### src/rtl/mtt_pkg.sv
`default_nettype none
// ----------------------------------------------------------------------------
// mtt_pkg
// Shared types and codes for the transaction tracker.
// ----------------------------------------------------------------------------
package mtt_pkg;

  localparam int PEND_W = 7;

  typedef enum logic [1:0] {
    FUNC_SEND   = 2'd0,
    FUNC_RESP   = 2'd1,
    FUNC_TICK   = 2'd2,
    FUNC_CANCEL = 2'd3
  } func_t;

  localparam logic [2:0] EV_SENT       = 3'd0;
  localparam logic [2:0] EV_REJECTED   = 3'd1;
  localparam logic [2:0] EV_COMPLETED  = 3'd2;
  localparam logic [2:0] EV_DROPPED    = 3'd3;
  localparam logic [2:0] EV_RETRANSMIT = 3'd4;
  localparam logic [2:0] EV_FAILED     = 3'd5;

  localparam logic [1:0] CFG_FRAMING = 2'd0;
  localparam logic [1:0] CFG_TIMEOUT = 2'd1;
  localparam logic [1:0] CFG_RETRY   = 2'd2;

  localparam logic        FRAMING_RESET = 1'b0;
  localparam logic [15:0] TIMEOUT_RESET = 16'd1000;
  localparam logic [3:0]  RETRY_RESET   = 4'd2;

  typedef struct packed {
    logic [15:0] txn;
    logic [7:0]  unit;
    logic [31:0] tag;
    logic [4:0]  attempts;
    logic [15:0] remaining;
  } entry_t;

  typedef enum logic [2:0] {
    TOP_NOP    = 3'd0,
    TOP_APPEND = 3'd1,
    TOP_WRITE  = 3'd2,
    TOP_REMOVE = 3'd3,
    TOP_CLEAR  = 3'd4
  } tbl_op_t;

  typedef struct packed {
    tbl_op_t op;
    entry_t  wdata;
  } tbl_cmd_t;

  typedef struct packed {
    logic [2:0]        kind;
    logic [15:0]       txn;
    logic [7:0]        unit;
    logic [31:0]       tag;
    logic [4:0]        att;
    logic [PEND_W-1:0] pend;
  } result_t;

  typedef struct packed {
    logic push;
    logic flush;
  } out_ctl_t;

  typedef struct packed {
    logic push_ok;
    logic flush_ok;
  } out_sts_t;

endpackage
`default_nettype wire

### src/rtl/mtt_table.sv
`default_nettype none
// ----------------------------------------------------------------------------
// mtt_table
// Age-ordered entry table with one read port, append, update and removal.
// ----------------------------------------------------------------------------
module mtt_table import mtt_pkg::*; #(
  parameter int DEPTH = 8,
  parameter int IW    = (DEPTH > 1) ? $clog2(DEPTH) : 1,
  parameter int CW    = $clog2(DEPTH + 1)
) (
  input  wire logic          clk,
  input  wire logic          rst_n,
  input  wire tbl_cmd_t      cmd,
  input  wire logic [IW-1:0] idx,
  output entry_t             rdata,
  output logic [CW-1:0]      total
);

  entry_t          ent_r [DEPTH];
  logic [CW-1:0]   total_r;

  assign rdata = ent_r[idx];
  assign total = total_r;

  always_ff @(posedge clk) begin
    if (!rst_n) begin
      total_r <= '0;
    end else begin
      unique case (cmd.op)
        TOP_APPEND: total_r <= total_r + CW'(1);
        TOP_REMOVE: total_r <= total_r - CW'(1);
        TOP_CLEAR:  total_r <= '0;
        default:    total_r <= total_r;
      endcase
    end
  end

  // Removal moves every younger entry one slot toward the head.
  always_ff @(posedge clk) begin
    for (int i = 0; i < DEPTH; i++) begin
      if (cmd.op == TOP_APPEND && total_r == CW'(i)) begin
        ent_r[i] <= cmd.wdata;
      end else if (cmd.op == TOP_WRITE && idx == IW'(i)) begin
        ent_r[i] <= cmd.wdata;
      end else if (cmd.op == TOP_REMOVE && IW'(i) >= idx && i < DEPTH - 1) begin
        ent_r[i] <= ent_r[(i < DEPTH - 1) ? i + 1 : i];
      end
    end
  end

endmodule
`default_nettype wire

### src/rtl/mtt_out.sv
`default_nettype none
// ----------------------------------------------------------------------------
// mtt_out
// One-result hold stage plus output register; marks the last result of a run.
// ----------------------------------------------------------------------------
module mtt_out import mtt_pkg::*; #(
  parameter int CW = 4
) (
  input  wire logic     clk,
  input  wire logic     rst_n,
  input  wire out_ctl_t ctl,
  input  wire result_t  res,
  output out_sts_t      sts,
  output logic          out_valid,
  input  wire logic     out_ready,
  output logic [2:0]    out_event_kind,
  output logic [15:0]   out_txn_id,
  output logic [7:0]    out_unit,
  output logic [31:0]   out_tag,
  output logic [4:0]    out_attempt_count,
  output logic [CW-1:0] out_pending_count,
  output logic          out_last_of_run
);

  result_t hold_r, obuf_r;
  logic    hold_v_r, out_v_r, last_r;
  result_t hold_nxt, obuf_nxt;
  logic    hold_v_nxt, out_v_nxt, last_nxt;
  logic    can_go;

  assign can_go       = !out_v_r || out_ready;
  assign sts.push_ok  = !hold_v_r || can_go;
  assign sts.flush_ok = !hold_v_r || can_go;

  always_comb begin
    hold_nxt   = hold_r;
    hold_v_nxt = hold_v_r;
    obuf_nxt   = obuf_r;
    out_v_nxt  = out_v_r && !out_ready;
    last_nxt   = last_r;
    if (ctl.push && sts.push_ok) begin
      if (hold_v_r) begin
        out_v_nxt = 1'b1;
        obuf_nxt  = hold_r;
        last_nxt  = 1'b0;
      end
      hold_nxt   = res;
      hold_v_nxt = 1'b1;
    end else if (ctl.flush && hold_v_r && can_go) begin
      out_v_nxt  = 1'b1;
      obuf_nxt   = hold_r;
      last_nxt   = 1'b1;
      hold_v_nxt = 1'b0;
    end
  end

  always_ff @(posedge clk) begin
    if (!rst_n) begin
      hold_v_r <= 1'b0;
      out_v_r  <= 1'b0;
    end else begin
      hold_v_r <= hold_v_nxt;
      out_v_r  <= out_v_nxt;
      hold_r   <= hold_nxt;
      obuf_r   <= obuf_nxt;
      last_r   <= last_nxt;
    end
  end

  assign out_valid         = out_v_r;
  assign out_event_kind    = obuf_r.kind;
  assign out_txn_id        = obuf_r.txn;
  assign out_unit          = obuf_r.unit;
  assign out_tag           = obuf_r.tag;
  assign out_attempt_count = obuf_r.att;
  assign out_pending_count = obuf_r.pend[CW-1:0];
  assign out_last_of_run   = last_r;

endmodule
`default_nettype wire

### src/rtl/modbus_transaction_tracker.sv
`default_nettype none
// ----------------------------------------------------------------------------
// modbus_transaction_tracker
// Outstanding-request table for a Modbus master with timeout and retry.
// ----------------------------------------------------------------------------
// Timing: a send, or a response in RTU mode, puts its result in the hold stage
// and then in the output register; a TCP response compares the pending entries
// one compare a cycle, and a tick runs a scan pass and then a failure pass to its
// last result. One item at a time: in_ready returns with the edge that registers
// the last result. Output stalls can hold any step that passes on a result.
// Synchronous reset empties the table, restores register defaults and zeroes ids.
module modbus_transaction_tracker import mtt_pkg::*; #(
  parameter int TABLE_DEPTH = 8
) (
  input  wire logic        clk,
  input  wire logic        rst_n,
  input  wire logic        cfg_we,
  input  wire logic [1:0]  cfg_index,
  input  wire logic [15:0] cfg_wdata,
  input  wire logic        in_valid,
  output logic             in_ready,
  input  wire logic [1:0]  in_func,
  input  wire logic [7:0]  in_unit_address,
  input  wire logic [31:0] in_request_tag,
  input  wire logic [15:0] in_response_txn_id,
  input  wire logic        in_response_ok,
  output logic             out_valid,
  input  wire logic        out_ready,
  output logic [2:0]       out_event_kind,
  output logic [15:0]      out_txn_id,
  output logic [7:0]       out_unit,
  output logic [31:0]      out_tag,
  output logic [4:0]       out_attempt_count,
  output logic [$clog2(TABLE_DEPTH+1)-1:0] out_pending_count,
  output logic             out_last_of_run
);

  localparam int IW = (TABLE_DEPTH > 1) ? $clog2(TABLE_DEPTH) : 1;
  localparam int CW = $clog2(TABLE_DEPTH + 1);

  typedef enum logic [2:0] {
    S_IDLE, S_SEND, S_RESP, S_SCAN, S_FAIL, S_FLUSH
  } state_t;

  // Configuration registers.
  logic        framing_r;
  logic [15:0] timeout_r;
  logic [3:0]  retry_r;

  always_ff @(posedge clk) begin
    if (!rst_n) begin
      framing_r <= FRAMING_RESET;
      timeout_r <= TIMEOUT_RESET;
      retry_r   <= RETRY_RESET;
    end else if (cfg_we) begin
      unique case (cfg_index)
        CFG_FRAMING: framing_r <= cfg_wdata[0];
        CFG_TIMEOUT: timeout_r <= cfg_wdata;
        CFG_RETRY:   retry_r   <= cfg_wdata[3:0];
        default:     ;
      endcase
    end
  end

  state_t               state_r;
  logic [IW-1:0]        idx_r;
  logic [TABLE_DEPTH-1:0] fail_r;
  logic [15:0]          next_txn_r;
  logic [7:0]           unit_r;
  logic [31:0]          tag_r;
  logic [15:0]          rtxn_r;
  logic                 rok_r;

  tbl_cmd_t      cmd;
  entry_t        rd;
  logic [CW-1:0] total;
  out_ctl_t      octl;
  out_sts_t      osts;
  result_t       res;

  mtt_table #(.DEPTH(TABLE_DEPTH), .IW(IW), .CW(CW)) u_table (
    .clk   (clk),
    .rst_n (rst_n),
    .cmd   (cmd),
    .idx   (idx_r),
    .rdata (rd),
    .total (total)
  );

  mtt_out #(.CW(CW)) u_out (
    .clk               (clk),
    .rst_n             (rst_n),
    .ctl               (octl),
    .res               (res),
    .sts               (osts),
    .out_valid         (out_valid),
    .out_ready         (out_ready),
    .out_event_kind    (out_event_kind),
    .out_txn_id        (out_txn_id),
    .out_unit          (out_unit),
    .out_tag           (out_tag),
    .out_attempt_count (out_attempt_count),
    .out_pending_count (out_pending_count),
    .out_last_of_run   (out_last_of_run)
  );

  assign in_ready = (state_r == S_IDLE);

  logic          accept;
  logic [15:0]   dec_rem;
  logic          expired;
  logic          can_retry;
  logic [IW-1:0] last_idx;
  logic [PEND_W-1:0] pend_now, pend_less;

  assign accept    = in_valid && in_ready;
  // The shared entry unit: one decrement and compare on the entry at idx_r.
  assign dec_rem   = (rd.remaining != 16'd0) ? rd.remaining - 16'd1 : 16'd0;
  assign expired   = (dec_rem == 16'd0);
  assign can_retry = (rd.attempts <= {1'b0, retry_r});
  assign last_idx  = IW'(total - CW'(1));
  assign pend_now  = PEND_W'(total);
  assign pend_less = PEND_W'(total - CW'(1));

  // Datapath and table commands for the current sequencer step.
  always_comb begin
    cmd       = '0;
    cmd.op    = TOP_NOP;
    octl      = '0;
    res       = '0;
    unique case (state_r)
      S_IDLE: begin
        if (accept && func_t'(in_func) == FUNC_CANCEL) begin
          cmd.op = TOP_CLEAR;
        end
      end
      S_SEND: begin
        octl.push = 1'b1;
        res.unit  = unit_r;
        res.tag   = tag_r;
        if (total >= CW'(TABLE_DEPTH)) begin
          res.kind = EV_REJECTED;
          res.pend = pend_now;
        end else begin
          res.kind = EV_SENT;
          res.txn  = next_txn_r + 16'd1;
          res.att  = 5'd1;
          res.pend = PEND_W'(total + CW'(1));
          cmd.wdata.txn       = next_txn_r + 16'd1;
          cmd.wdata.unit      = unit_r;
          cmd.wdata.tag       = tag_r;
          cmd.wdata.attempts  = 5'd1;
          cmd.wdata.remaining = timeout_r;
          if (osts.push_ok) begin
            cmd.op = TOP_APPEND;
          end
        end
      end
      S_RESP: begin
        res.kind = EV_DROPPED;
        res.txn  = framing_r ? rtxn_r : 16'd0;
        res.pend = pend_now;
        if (total == '0 || !rok_r) begin
          octl.push = 1'b1;
        end else if (!framing_r || rd.txn == rtxn_r) begin
          octl.push = 1'b1;
          res.kind  = EV_COMPLETED;
          res.txn   = rd.txn;
          res.unit  = rd.unit;
          res.tag   = rd.tag;
          res.att   = rd.attempts;
          res.pend  = pend_less;
          if (osts.push_ok) begin
            cmd.op = TOP_REMOVE;
          end
        end else if (idx_r == last_idx) begin
          octl.push = 1'b1;
        end
      end
      S_SCAN: begin
        cmd.wdata           = rd;
        cmd.wdata.remaining = dec_rem;
        if (expired && can_retry) begin
          octl.push           = 1'b1;
          cmd.wdata.attempts  = rd.attempts + 5'd1;
          cmd.wdata.remaining = timeout_r;
          res.kind = EV_RETRANSMIT;
          res.txn  = rd.txn;
          res.unit = rd.unit;
          res.tag  = rd.tag;
          res.att  = rd.attempts + 5'd1;
          res.pend = pend_now;
          if (osts.push_ok) begin
            cmd.op = TOP_WRITE;
          end
        end else begin
          cmd.op = TOP_WRITE;
        end
      end
      S_FAIL: begin
        if (fail_r[idx_r]) begin
          octl.push = 1'b1;
          res.kind  = EV_FAILED;
          res.txn   = rd.txn;
          res.unit  = rd.unit;
          res.tag   = rd.tag;
          res.att   = rd.attempts;
          res.pend  = pend_less;
          if (osts.push_ok) begin
            cmd.op = TOP_REMOVE;
          end
        end
      end
      S_FLUSH: begin
        octl.flush = 1'b1;
      end
      default: ;
    endcase
  end

  // Sequencer: state and per-item registers.
  always_ff @(posedge clk) begin
    if (!rst_n) begin
      state_r    <= S_IDLE;
      next_txn_r <= '0;
      idx_r      <= '0;
      fail_r     <= '0;
    end else begin
      unique case (state_r)
        S_IDLE: begin
          if (accept) begin
            unit_r <= in_unit_address;
            tag_r  <= in_request_tag;
            rtxn_r <= in_response_txn_id;
            rok_r  <= in_response_ok;
            idx_r  <= '0;
            fail_r <= '0;
            unique case (func_t'(in_func))
              FUNC_SEND: state_r <= S_SEND;
              FUNC_RESP: state_r <= S_RESP;
              FUNC_TICK: begin
                if (total == '0) begin
                  state_r <= S_FLUSH;
                end else begin
                  idx_r   <= last_idx;
                  state_r <= S_SCAN;
                end
              end
              default: state_r <= S_IDLE;
            endcase
          end
        end
        S_SEND: begin
          if (osts.push_ok) begin
            if (total < CW'(TABLE_DEPTH)) begin
              next_txn_r <= next_txn_r + 16'd1;
            end
            state_r <= S_FLUSH;
          end
        end
        S_RESP: begin
          if (octl.push) begin
            if (osts.push_ok) begin
              state_r <= S_FLUSH;
            end
          end else begin
            idx_r <= idx_r + IW'(1);
          end
        end
        S_SCAN: begin
          if (!octl.push || osts.push_ok) begin
            if (expired && !can_retry) begin
              fail_r[idx_r] <= 1'b1;
            end
            if (idx_r == '0) begin
              idx_r   <= last_idx;
              state_r <= S_FAIL;
            end else begin
              idx_r <= idx_r - IW'(1);
            end
          end
        end
        S_FAIL: begin
          if (!octl.push || osts.push_ok) begin
            fail_r[idx_r] <= 1'b0;
            if (idx_r == '0) begin
              state_r <= S_FLUSH;
            end else begin
              idx_r <= idx_r - IW'(1);
            end
          end
        end
        S_FLUSH: begin
          if (osts.flush_ok) begin
            state_r <= S_IDLE;
          end
        end
        default: state_r <= S_IDLE;
      endcase
    end
  end

endmodule
`default_nettype wire

### config.mk
export PLATFORM = sky130hd
export DESIGN_NAME = modbus_transaction_tracker
export DESIGN_NICKNAME = d
export VERILOG_FILES = /design/src/rtl/mtt_pkg.sv /design/src/rtl/mtt_table.sv /design/src/rtl/mtt_out.sv /design/src/rtl/modbus_transaction_tracker.sv
export SDC_FILE = /design/constraint.sdc
export NUM_CORES = 1
export LEC_CHECK = 0
export BUFFER_PORTS_ARGS = -buffer_cell sky130_fd_sc_hd__buf_4
export CAP_MARGIN = 20
export CORE_AREA = 2 2 388 275
export DETAILED_ROUTE_END_ITERATION = 12
export DIE_AREA = 0 0 390 277
export GPL_ROUTABILITY_DRIVEN = 1
export GPL_TIMING_DRIVEN = 0
export HOLD_SLACK_MARGIN = 0.08
export PLACE_DENSITY = 0.54
export SETUP_SLACK_MARGIN = 0.5
export SLEW_MARGIN = 20
export SYNTH_ARGS = -nofsm -noshare
export SYNTH_HDL_FRONTEND = slang
export SYNTH_HIERARCHICAL = 1
export SYNTH_SLANG_ARGS = --single-unit
### constraint.sdc
create_clock -name clk -period 14.9 [get_ports clk]
set_clock_uncertainty 0.05 [all_clocks]
set_input_delay 2.98 -clock clk [delete_from_list [all_inputs] [get_ports clk]]
set_output_delay 2.98 -clock clk [all_outputs]
set_load 0.005 [all_outputs]
# [After elaboration in Yosys (flattened, before gate mapping)]
# Memory sizes are Yosys's and may differ from the RTL's. A register that Yosys moved wholly into a read port is not among the register bits.
# Cells that the tools add are included.
[totals] mem_bits_rw=616 register_bits=254 output_inout_bits=71 in_bits=82 memories=1 elab_cells=333
[op_classes] bitwise_logic=18 mux=159 magnitude_cmp=12 n_reduce_logical=66 add_sub_neg=9 eq_ne=41
[mem_list] name="u_table.ent_r" depth=8 word_bits=77 rd=8 rd_ports_with_merged_regs=1 wr=7 line_no="mtt_table.sv:19" rtl="entry_t ent_r [DEPTH];"
[ops] op="$mux W77" n=16
[ops] op="$mux W71" n=5
[ops] op="$pmux W71 S4" n=1
[ops] op="$pmux W77 S2" n=1
[ops] op="$mux W69" n=2
[ops] op="$mux W1" n=88
[ops] op="$mux W78" n=1
[ops] op="$reduce_or A77 Y1" n=1
[ops] op="$mux W3" n=22
[ops] op="$mux W16" n=3
[ops] op="$logic_and A1 B1 Y1" n=32
[ops] op="$mux W8" n=4
[ops] op="$pmux W8 S3" n=1
[ops] op="$eq A3 B3 Y1 const B" n=7
[ops] op="$mux W21" n=1
[ops] op="$eq A3 B2 Y1 const B" n=6
[ops] op="$ne A2 B2 Y1 const B" n=9
[ops] op="$pmux W3 S6" n=1
[ops] op="$add A16 B1 Y16 const B" n=1
[ops] op="$eq A16 B16 Y1" n=1
[ops] op="$eq A4 B3 Y1 const B" n=4
[ops] op="$logic_not A16 Y1" n=1
[ops] op="$reduce_bool A16 Y1" n=1
[ops] op="$sub A16 B1 Y16 const B" n=1
[ops] op="other kinds (48)" n=95

# [Longest topological paths before layout]
# Gate-level depths: netlist of the first run.
[logic_depth] ltp_word=15 mapped_depth=22 depth_no_buf=14

# [Modules after synthesis]
# Netlist of the first run, hierarchy kept.
[by_module_without_submodules] module="mtt_table" cells_each=1563 seq_area_each_um2=18577.8 area_per_inst_um2=30023.8 n_inst=1
[by_module_without_submodules] module="modbus_transaction_tracker" cells_each=867 seq_area_each_um2=2732.6 area_per_inst_um2=7239.4 n_inst=1
[by_module_without_submodules] module="mtt_out" cells_each=151 seq_area_each_um2=4154.0 area_per_inst_um2=4226.6 n_inst=1

# [Worst setup path after synthesis of the first run]
# No wires, ideal clock.
[synth_path] path_kind="flip-flop to flip-flop" startpoint="reg idx_r[0]" endpoint="reg u_out.obuf_r (netlist bit u_out/out_attempt_count[0]), enable pin" arrival_ns=7.092 path_stages_with_launch=20 path_buffers=5 t_required_ns=14.367 setup_slack_ns=7.274 period_less_slack_ns=7.626 setup_ns=0.483 path_cell_list="dfxtp_1 buf_2 buf_2 buf_2 mux4_2 mux2_2 inv_1 ha_1 buf_4 nor3b_2 nor4bb_1 o21bai_1 a2111oi_2 a31oi_2 or3_4 buf_6 nand2_1 or3_1 o21ai_1 nor3b_2"
[synth_rtl] element="start, declared" line_no="modbus_transaction_tracker.sv:66" rtl="logic [IW-1:0] idx_r;"
[synth_rtl] element="start signal, assigned" line_no="modbus_transaction_tracker.sv:245" rtl="idx_r <= last_idx;"
[synth_rtl] element="start signal, assigned" line_no="modbus_transaction_tracker.sv:267" rtl="idx_r <= idx_r + IW'(1);"
[synth_rtl] element="start signal, assigned" line_no="modbus_transaction_tracker.sv:276" rtl="idx_r <= last_idx;"
[synth_rtl] element="end signal, assigned" line_no="mtt_out.sv:65" rtl="obuf_r <= obuf_nxt;"
[synth_rtl] element="end, declared" line_no="mtt_out.sv:25" rtl="result_t hold_r, obuf_r;"

==> results by group, run 1 <==
Run status
  • Status: finished clean

GRT
  • First-pass GRT wire length: 189 mm
  • Largest net degree at the start of global routing: 43
  • GRT Util Overall: 24.3%
  • Initial antenna violation count: 6
  • Vias in the first global route: 25,800
  • Total grt overflow: 0

Clock tree
  • CTS sink count: 867
  • Post-CTS Hold Fix Bufs: 0
  • Deepest level of the CTS H-tree: 3
  • Clock-pin transition on the worst setup and hold timing paths: about 0.07 ns
  • Worst-Skew Late Latency: 0.69 ns
  • Clk root buf: clkbuf_16
  • Post_cts resized: 0
  • Post-CTS Setup Bufs: 0
  • Clock tree from TritonCTS: done
  • Clock Tree Buf Depth: 3
  • CTS Buf Count: 90

Route
  • Wire length on met1: between 50 and 60 mm
  • Uppermost layer routed: met4
  • DR WL/cell: 30.9 um
  • DR pass1 iterations: 5
  • Antenna-violating nets left: 0
  • Total number of vias: 25,700
  • Via/cell ratio: 5.98
  • 1st-iter DRT viols: 2,940
  • DRT Wirelength: 133 mm
  • Met2 WL: 58.1 mm
  • Met3 WL: 11.3 mm
  • Residual DRC: 0

Synthesis
  • Warnings from Yosys: 6
  • Avg Cell Area, Syn: roughly 16 um^2
  • Netlist Area Pre-Place: 41,500 um^2
  • Mapped Nets: 2,680
  • Mapped Cells: 2,579

Floorplanning
  • Die height: 277 um
  • Initial Util: just under 40%
  • IO Pins: 153
  • CORE AREA: 105,000 um^2
  • Die ar.: 108,000 um^2
  • Die width: 390 um
  • Cell Rows: 100

Timing
  • Setup TNS: 0 ns
  • Slew Limit Fails: 0
  • Slew margin rel.: 17.5%
  • Final hold violation count: 0
  • Worst-margin pin slew: 1.24 ns
  • Tcrit/Tclk final: 59.8%
  • RSZ-0062 raised after global routing: false
  • Finish-stage setup viols: 0
  • Final hold slack: about 0.37 ns
  • Max Freq: 112 MHz
  • Fin crit period: 8.91 ns

Power and ir drop
  • Leak pwr: 16.8 nW
  • VDD IR-drop max: between 0.0001 and 0.00015 V
  • Sequential Power Share: 38.9%
  • Clock power frac: 26.2%
  • Power Internal: 5.80 mW
  • Combinational fraction of design power: 35.0%
  • NetSw: about 3.0 mW
  • Total chip power: 8.78 mW
  • Sw Share: 33.9%
  • Pwr Density: approximately 180 nW/um^2

Worst setup path
  • Reg2reg setup slack: 5.99 ns
  • RR Endpoint: u_table/ent_r[4][9]
  • Critical Path End Type: flop
  • CP required: 15.21 ns
  • R2R Path Start: idx_r[2]
  • CP Class: flop to flop
  • Max FO, Critical Path: 28
  • Crit path arrival time: 9.21 ns
  • Worst Reg-to-Reg Cells: 19
  • Worst setup SP type: flop

Final layout
  • Ratio of cells with drive above 1 in the final layout: approximately two fifths
  • Antenna Cells: 0
  • Total Nets Final: slightly below 3,000
  • Fin util: 45.8%
  • Fill cells: 9,034
  • Area delta synth->final: 15.7%

Min path
  • Hold Path End: u_out/out_event_kind[0]
  • Hold depth: 0
  • Path category of the worst min-delay check: flop to flop
  • Hold Crit Start: u_out/hold_r[68]

Placed design
  • Post-DP HPWL: 88.0 mm
  • GPL Wtd Cong: 0.922
  • # port buffers: 152

Flow run
  • Max Cap Viol: 0
-- worst max-delay path: stages, from the launching register on --
cell	delay (ns)
dfxtp_1	0.33
buf_2	0.24
clkbuf_1	0.58
buf_1	0.97
mux4_2	0.43
mux2_2	0.32
xnor2_1	0.37
nand4_1	0.20
o41ai_2	0.69
nand3_1	0.17
o21ai_0	0.45
clkbuf_1	0.53
o211a_1	0.34
nand3b_1	0.24
nor2b_1	0.17
clkbuf_1	0.69
buf_2	0.54
a221o_4	0.61
buf_12	0.31
buf_12	0.25
-- cell type report --
type / instances / area (um^2) / share of cell area, %
clock inverters: 55 / 547 / 1.14
clock buffers: 114 / 2400 / 5.01
well taps: 1377 / 1720 / 3.59
flip-flops and latches: 867 / 25500 / 53.0
repair buffers: 178 / 1710 / 3.57
inverters: 36 / 135 / 0.282
plain buffers: 167 / 868 / 1.81
multi-input cells: 1509 / 15100 / 31.6
-- sequential cells by signal (all words and copies together), names as in the netlist, 4 cells and up --
| signal | flops |
|---|---|
| u_out/out_txn_id | 16 |
| u_out/hold_r | 68 |
| next_txn_r | 16 |
| u_out/out_attempt_count | 5 |
| u_out/out_tag | 32 |
| u_out/out_pending_count | 4 |
| retry_r | 4 |
| unit_r | 8 |
| rtxn_r | 16 |
| u_table/ent_r | 616 |
| fail_r | 8 |
| u_table/total | 4 |
| u_out/out_unit | 8 |
| tag_r | 32 |
| timeout_r | 16 |
-- layer usage --
layer / vias up / global-route usage, %
li1: 10800 / -
met1: 13500 / 36.2
met2: 1220 / 35.9
met3: 194 / 5.21
met4: 0 / 6.70
met5: - / 0
-- power by group through the flow --
stage / logic [mW] / clock network [mW] / registers [mW]
after floorplan: 1.92 / 0 / 3.43
after global placement: 2.87 / 0 / 3.52
after detailed placement: 3.02 / 0 / 3.46
after CTS: 3.04 / 2.35 / 3.41
after global routing: 3.23 / 2.44 / 3.44
final: 3.07 / 2.30 / 3.41
-- how the worst max path moves through the flow --
stage	from	endpoint	slack [ns]
global placement	idx_r[2]	u_table/ent_r[6][3]	2.58
detailed placement	idx_r[2]	u_table/ent_r[4][2]	5.71
finish	idx_r[2]	u_table/ent_r[4][9]	5.99
global route	idx_r[2]	u_table/ent_r[4][6]	5.59
floorplan	idx_r[0]	u_out/out_attempt_count[0]	7.28
CTS	idx_r[2]	u_table/ent_r[4][9]	5.68
-- placed cells by master, fill, tap and decap left out, types with 13 or more instances in the layout --
cell and count:
mux2_1 30, mux2_2 588, xnor2_1 41, o21ai_0 41, inv_1 32, edfxtp_1 810
mux4_2 154, nand3_1 29, clkbuf_1 75, nor3_1 21, buf_2 62, a31oi_1 13
buf_4 170, nand2_1 105, buf_6 17, dfxtp_1 57, clkinv_1 16, buf_16 15
ha_1 19, nor2_1 130, clkbuf_16 91, a21oi_1 44, clkinv_2 17, a22oi_1 46
a221o_1 13, xor2_1 22, a22o_1 40
-- stage by stage --
stage          setup slack, ns  cell area (um^2)  std cells
4_1_cts                   5.68             48000       4303
3_3_place_gp              2.58             44300       4108
5_1_grt                   5.59             48000       4303
2_1_floorplan             7.28             41500       2579
6_report                  5.99             48000       4303
3_5_place_dp              5.71             45000       4134
No activity file was read; power rests on OpenSTA's default activity.
==> inputs of run 2 (changes only) <==
- PLACE_DENSITY: 0.54 -> 0.56
- clock period: 14.9 -> 7.2 ns (I/O delays scaled with it)
==> results by group, run 2 (synthesis gave the netlist of run 1 again) <==
Run status
  • Status: finished clean (unchanged)

Worst setup path
  • Max stage delay cell, worst path: clkbuf_1 (was buf_1)
  • CP peak stage delay: 0.89 ns (was 0.97 ns)
  • Crit path arrival time: 6.99 ns (was 9.21 ns)
  • Max FO, Critical Path: 32 (was 28)
  • Critical Path End Type: flop (unchanged)
  • CP cell instances: clkbuf_2, clkbuf_1, mux2_2, or2_2, nor4_1, a211oi_1, a31oi_4, nor3_1, o31ai_2, buf_2, nand2b_1, nor3_2, a21o_4, buf_16, buf_12 (was buf_2, clkbuf_1, buf_1, mux4_2, mux2_2, xnor2_1, nand4_1, o41ai_2, nand3_1, o21ai_0, clkbuf_1, o211a_1, nand3b_1, nor2b_1, clkbuf_1, buf_2, a221o_4, buf_12, buf_12)
  • CP required: 7.51 ns (was 15.21 ns)
  • CP Class: flop to flop (unchanged)
  • Worst setup SP type: flop (unchanged)

Final layout
  • Biggest registers after layout: u_table/ent_r x616, u_out/hold_r x68 (unchanged)
  • Fin cells: 4,318 (was 4,303)
  • Fill cells: 9,054 (was 9,034)
  • Most common cell after layout, fill and taps aside: edfxtp_1 (unchanged)
  • Reg with most FFs: u_table/ent_r (unchanged)
  • Largest register FFs: 616 (unchanged)
  • Ratio of cells with drive above 1 in the final layout: 42.0% (was 40.6%)
  • Total Nets Final: 2,969 (was 2,950)
  • Area delta synth->final: 16.4% (was 15.7%)
  • Commonest cells after routing, fill and taps aside: edfxtp_1, mux2_2, buf_4 (unchanged)

Timing
  • RSZ-0062 raised after global routing: false (unchanged)
  • Final hold violation count: 0 (unchanged)
  • Tcrit/Tclk final: 92.7% (was 59.8%)
  • Setup TNS: 0 ns (unchanged)
  • Slew Limit Fails: 0 (unchanged)
  • Max Freq: 150 MHz (was 112 MHz)
  • Final worst slack: 0.527 ns (was 5.99 ns)
  • Finish-stage setup viols: 0 (unchanged)
  • Slew margin rel.: 24.3% (was 17.5%)
  • Worst-margin pin slew: 1.14 ns (was 1.24 ns)
  • Final hold slack: 0.368 ns (was 0.367 ns)
  • Fin crit period: 6.67 ns (was 8.91 ns)

Floorplanning
  • Die height: 277 um (unchanged)
  • CORE AREA: 105,000 um^2 (unchanged)
  • Initial Util: 39.6% (unchanged)
  • Die ar.: 108,000 um^2 (unchanged)
  • Die width: 390 um (unchanged)
  • Cell Rows: 100 (unchanged)
  • IO Pins: 153 (unchanged)

Clock tree
  • CTS sink count: 867 (unchanged)
  • Clock Tree Buf Depth: 3 (unchanged)
  • Clk root buf: clkbuf_16 (unchanged)
  • Deepest level of the CTS H-tree: 3 (unchanged)
  • CTS Buf Count: 89 (was 90)
  • Worst-Skew Late Latency: 0.70 ns (was 0.69 ns)
  • Clock tree from TritonCTS: done (unchanged)
  • Clock-pin transition on the worst setup and hold timing paths: 0.06 ns (was 0.07 ns)

Placed design
  • Post-place setup slack: -1.40 ns (was 5.71 ns)
  • # port buffers: 152 (unchanged)
  • Post-DP HPWL: 88.8 mm (was 88.0 mm)
  • GPL Wtd Cong: 0.870 (was 0.922)
  • Inst Count DP: 4,133 (was 4,134)

Route
  • Residual DRC: 0 (unchanged)
  • Antenna-violating nets left: 0 (unchanged)
  • Total number of vias: 26,000 (was 25,700)
  • DR pass1 iterations: 7 (was 5)
  • DRT Wirelength: 135 mm (was 133 mm)
  • 1st-iter DRT viols: 2,902 (was 2,940)
  • DR WL/cell: 31.3 um (was 30.9 um)
  • Via/cell ratio: 6.02 (was 5.98)

GRT
  • Largest net degree at the start of global routing: 39 (was 43)
  • Vias in the first global route: 26,300 (was 25,800)
  • First-pass GRT wire length: 191 mm (was 189 mm)
  • Total grt overflow: 0 (unchanged)
  • GRT Util Overall: 24.7% (was 24.3%)
  • Initial antenna violation count: 5 (was 6)

Flow run
  • Max Cap Viol: 0 (unchanged)

Min path
  • Path category of the worst min-delay check: flop to flop (unchanged)

Power and ir drop
  • Leak pwr: 17.0 nW (was 16.8 nW)
  • Pwr Density: 376 nW/um^2 (was 183 nW/um^2)
  • VDD IR-drop max: 0.000306 V (was 0.000117 V)
  • Total chip power: 18.1 mW (was 8.78 mW)
run 2: layout make-up:
cell class	count	area, um^2	share of cell area [%]
multi-input cells	1514	15300	31.8
clock buffers	124	2510	5.21
flip-flops and latches	867	25500	52.7
inverters	36	135	0.280
well taps	1377	1720	3.57
clock inverters	38	295	0.612
plain buffers	167	997	2.07
diodes	2	5.00	0.0104
repair buffers	193	1820	3.77
run 2: timing repair:
action	4_1_cts	5_1_grt
hold buffers	0	0
endpoints found under the hold margin	0	0
setup buffers	12	3
pin swaps	8	2
cloned	5	1
resized for setup	65	33
setup endpoints to repair	1312	675
run 2: final timing paths:
kind,from,endpoint,slack [ns],cells after the start
max,idx_r[1],u_table/ent_r[3][2],0.53,15
min,u_out/hold_r[39],u_out/out_tag[27],0.37,0
max reg2reg,idx_r[1],u_table/ent_r[3][2],0.53,15
min reg2reg,u_out/hold_r[39],u_out/out_tag[27],0.37,0
run 2: stage by stage:
stage / util, % / area, um^2
after detailed placement: 42.9 / 45000
final: 46.1 / 48300
after floorplan: - / 41500
after CTS: 46.0 / 48200
after global placement: 42.3 / 44400
after global routing: 46.0 / 48300
run 2: power by group:
part,internal (mW),switching [mW]
registers,6.77,0.304
clock network,2.58,1.99
logic,2.62,3.88
total,12.0,6.18
run 2: worst max-delay path: cells and delay by family, from the launching register on:
family / cells / cell delay, ns
buffers and inverters: 5 / 2.25
and+or+nand+nor: 5 / 1.47
DFF: 1 / 0.66
muxes: 1 / 0.51
AOI/OAI and AO/OA: 4 / 1.30
run 2: routing by layer:
metal,routed length [um],GRT usage [%],part of all wire [%],vias up
li1,-,-,-,10900
met1,59900,36.6,44,13600
met2,59700,36.9,44,1280
met3,11700,4.54,8.7,227
met4,3840,7.32,2.8,0
met5,0,0,0,-
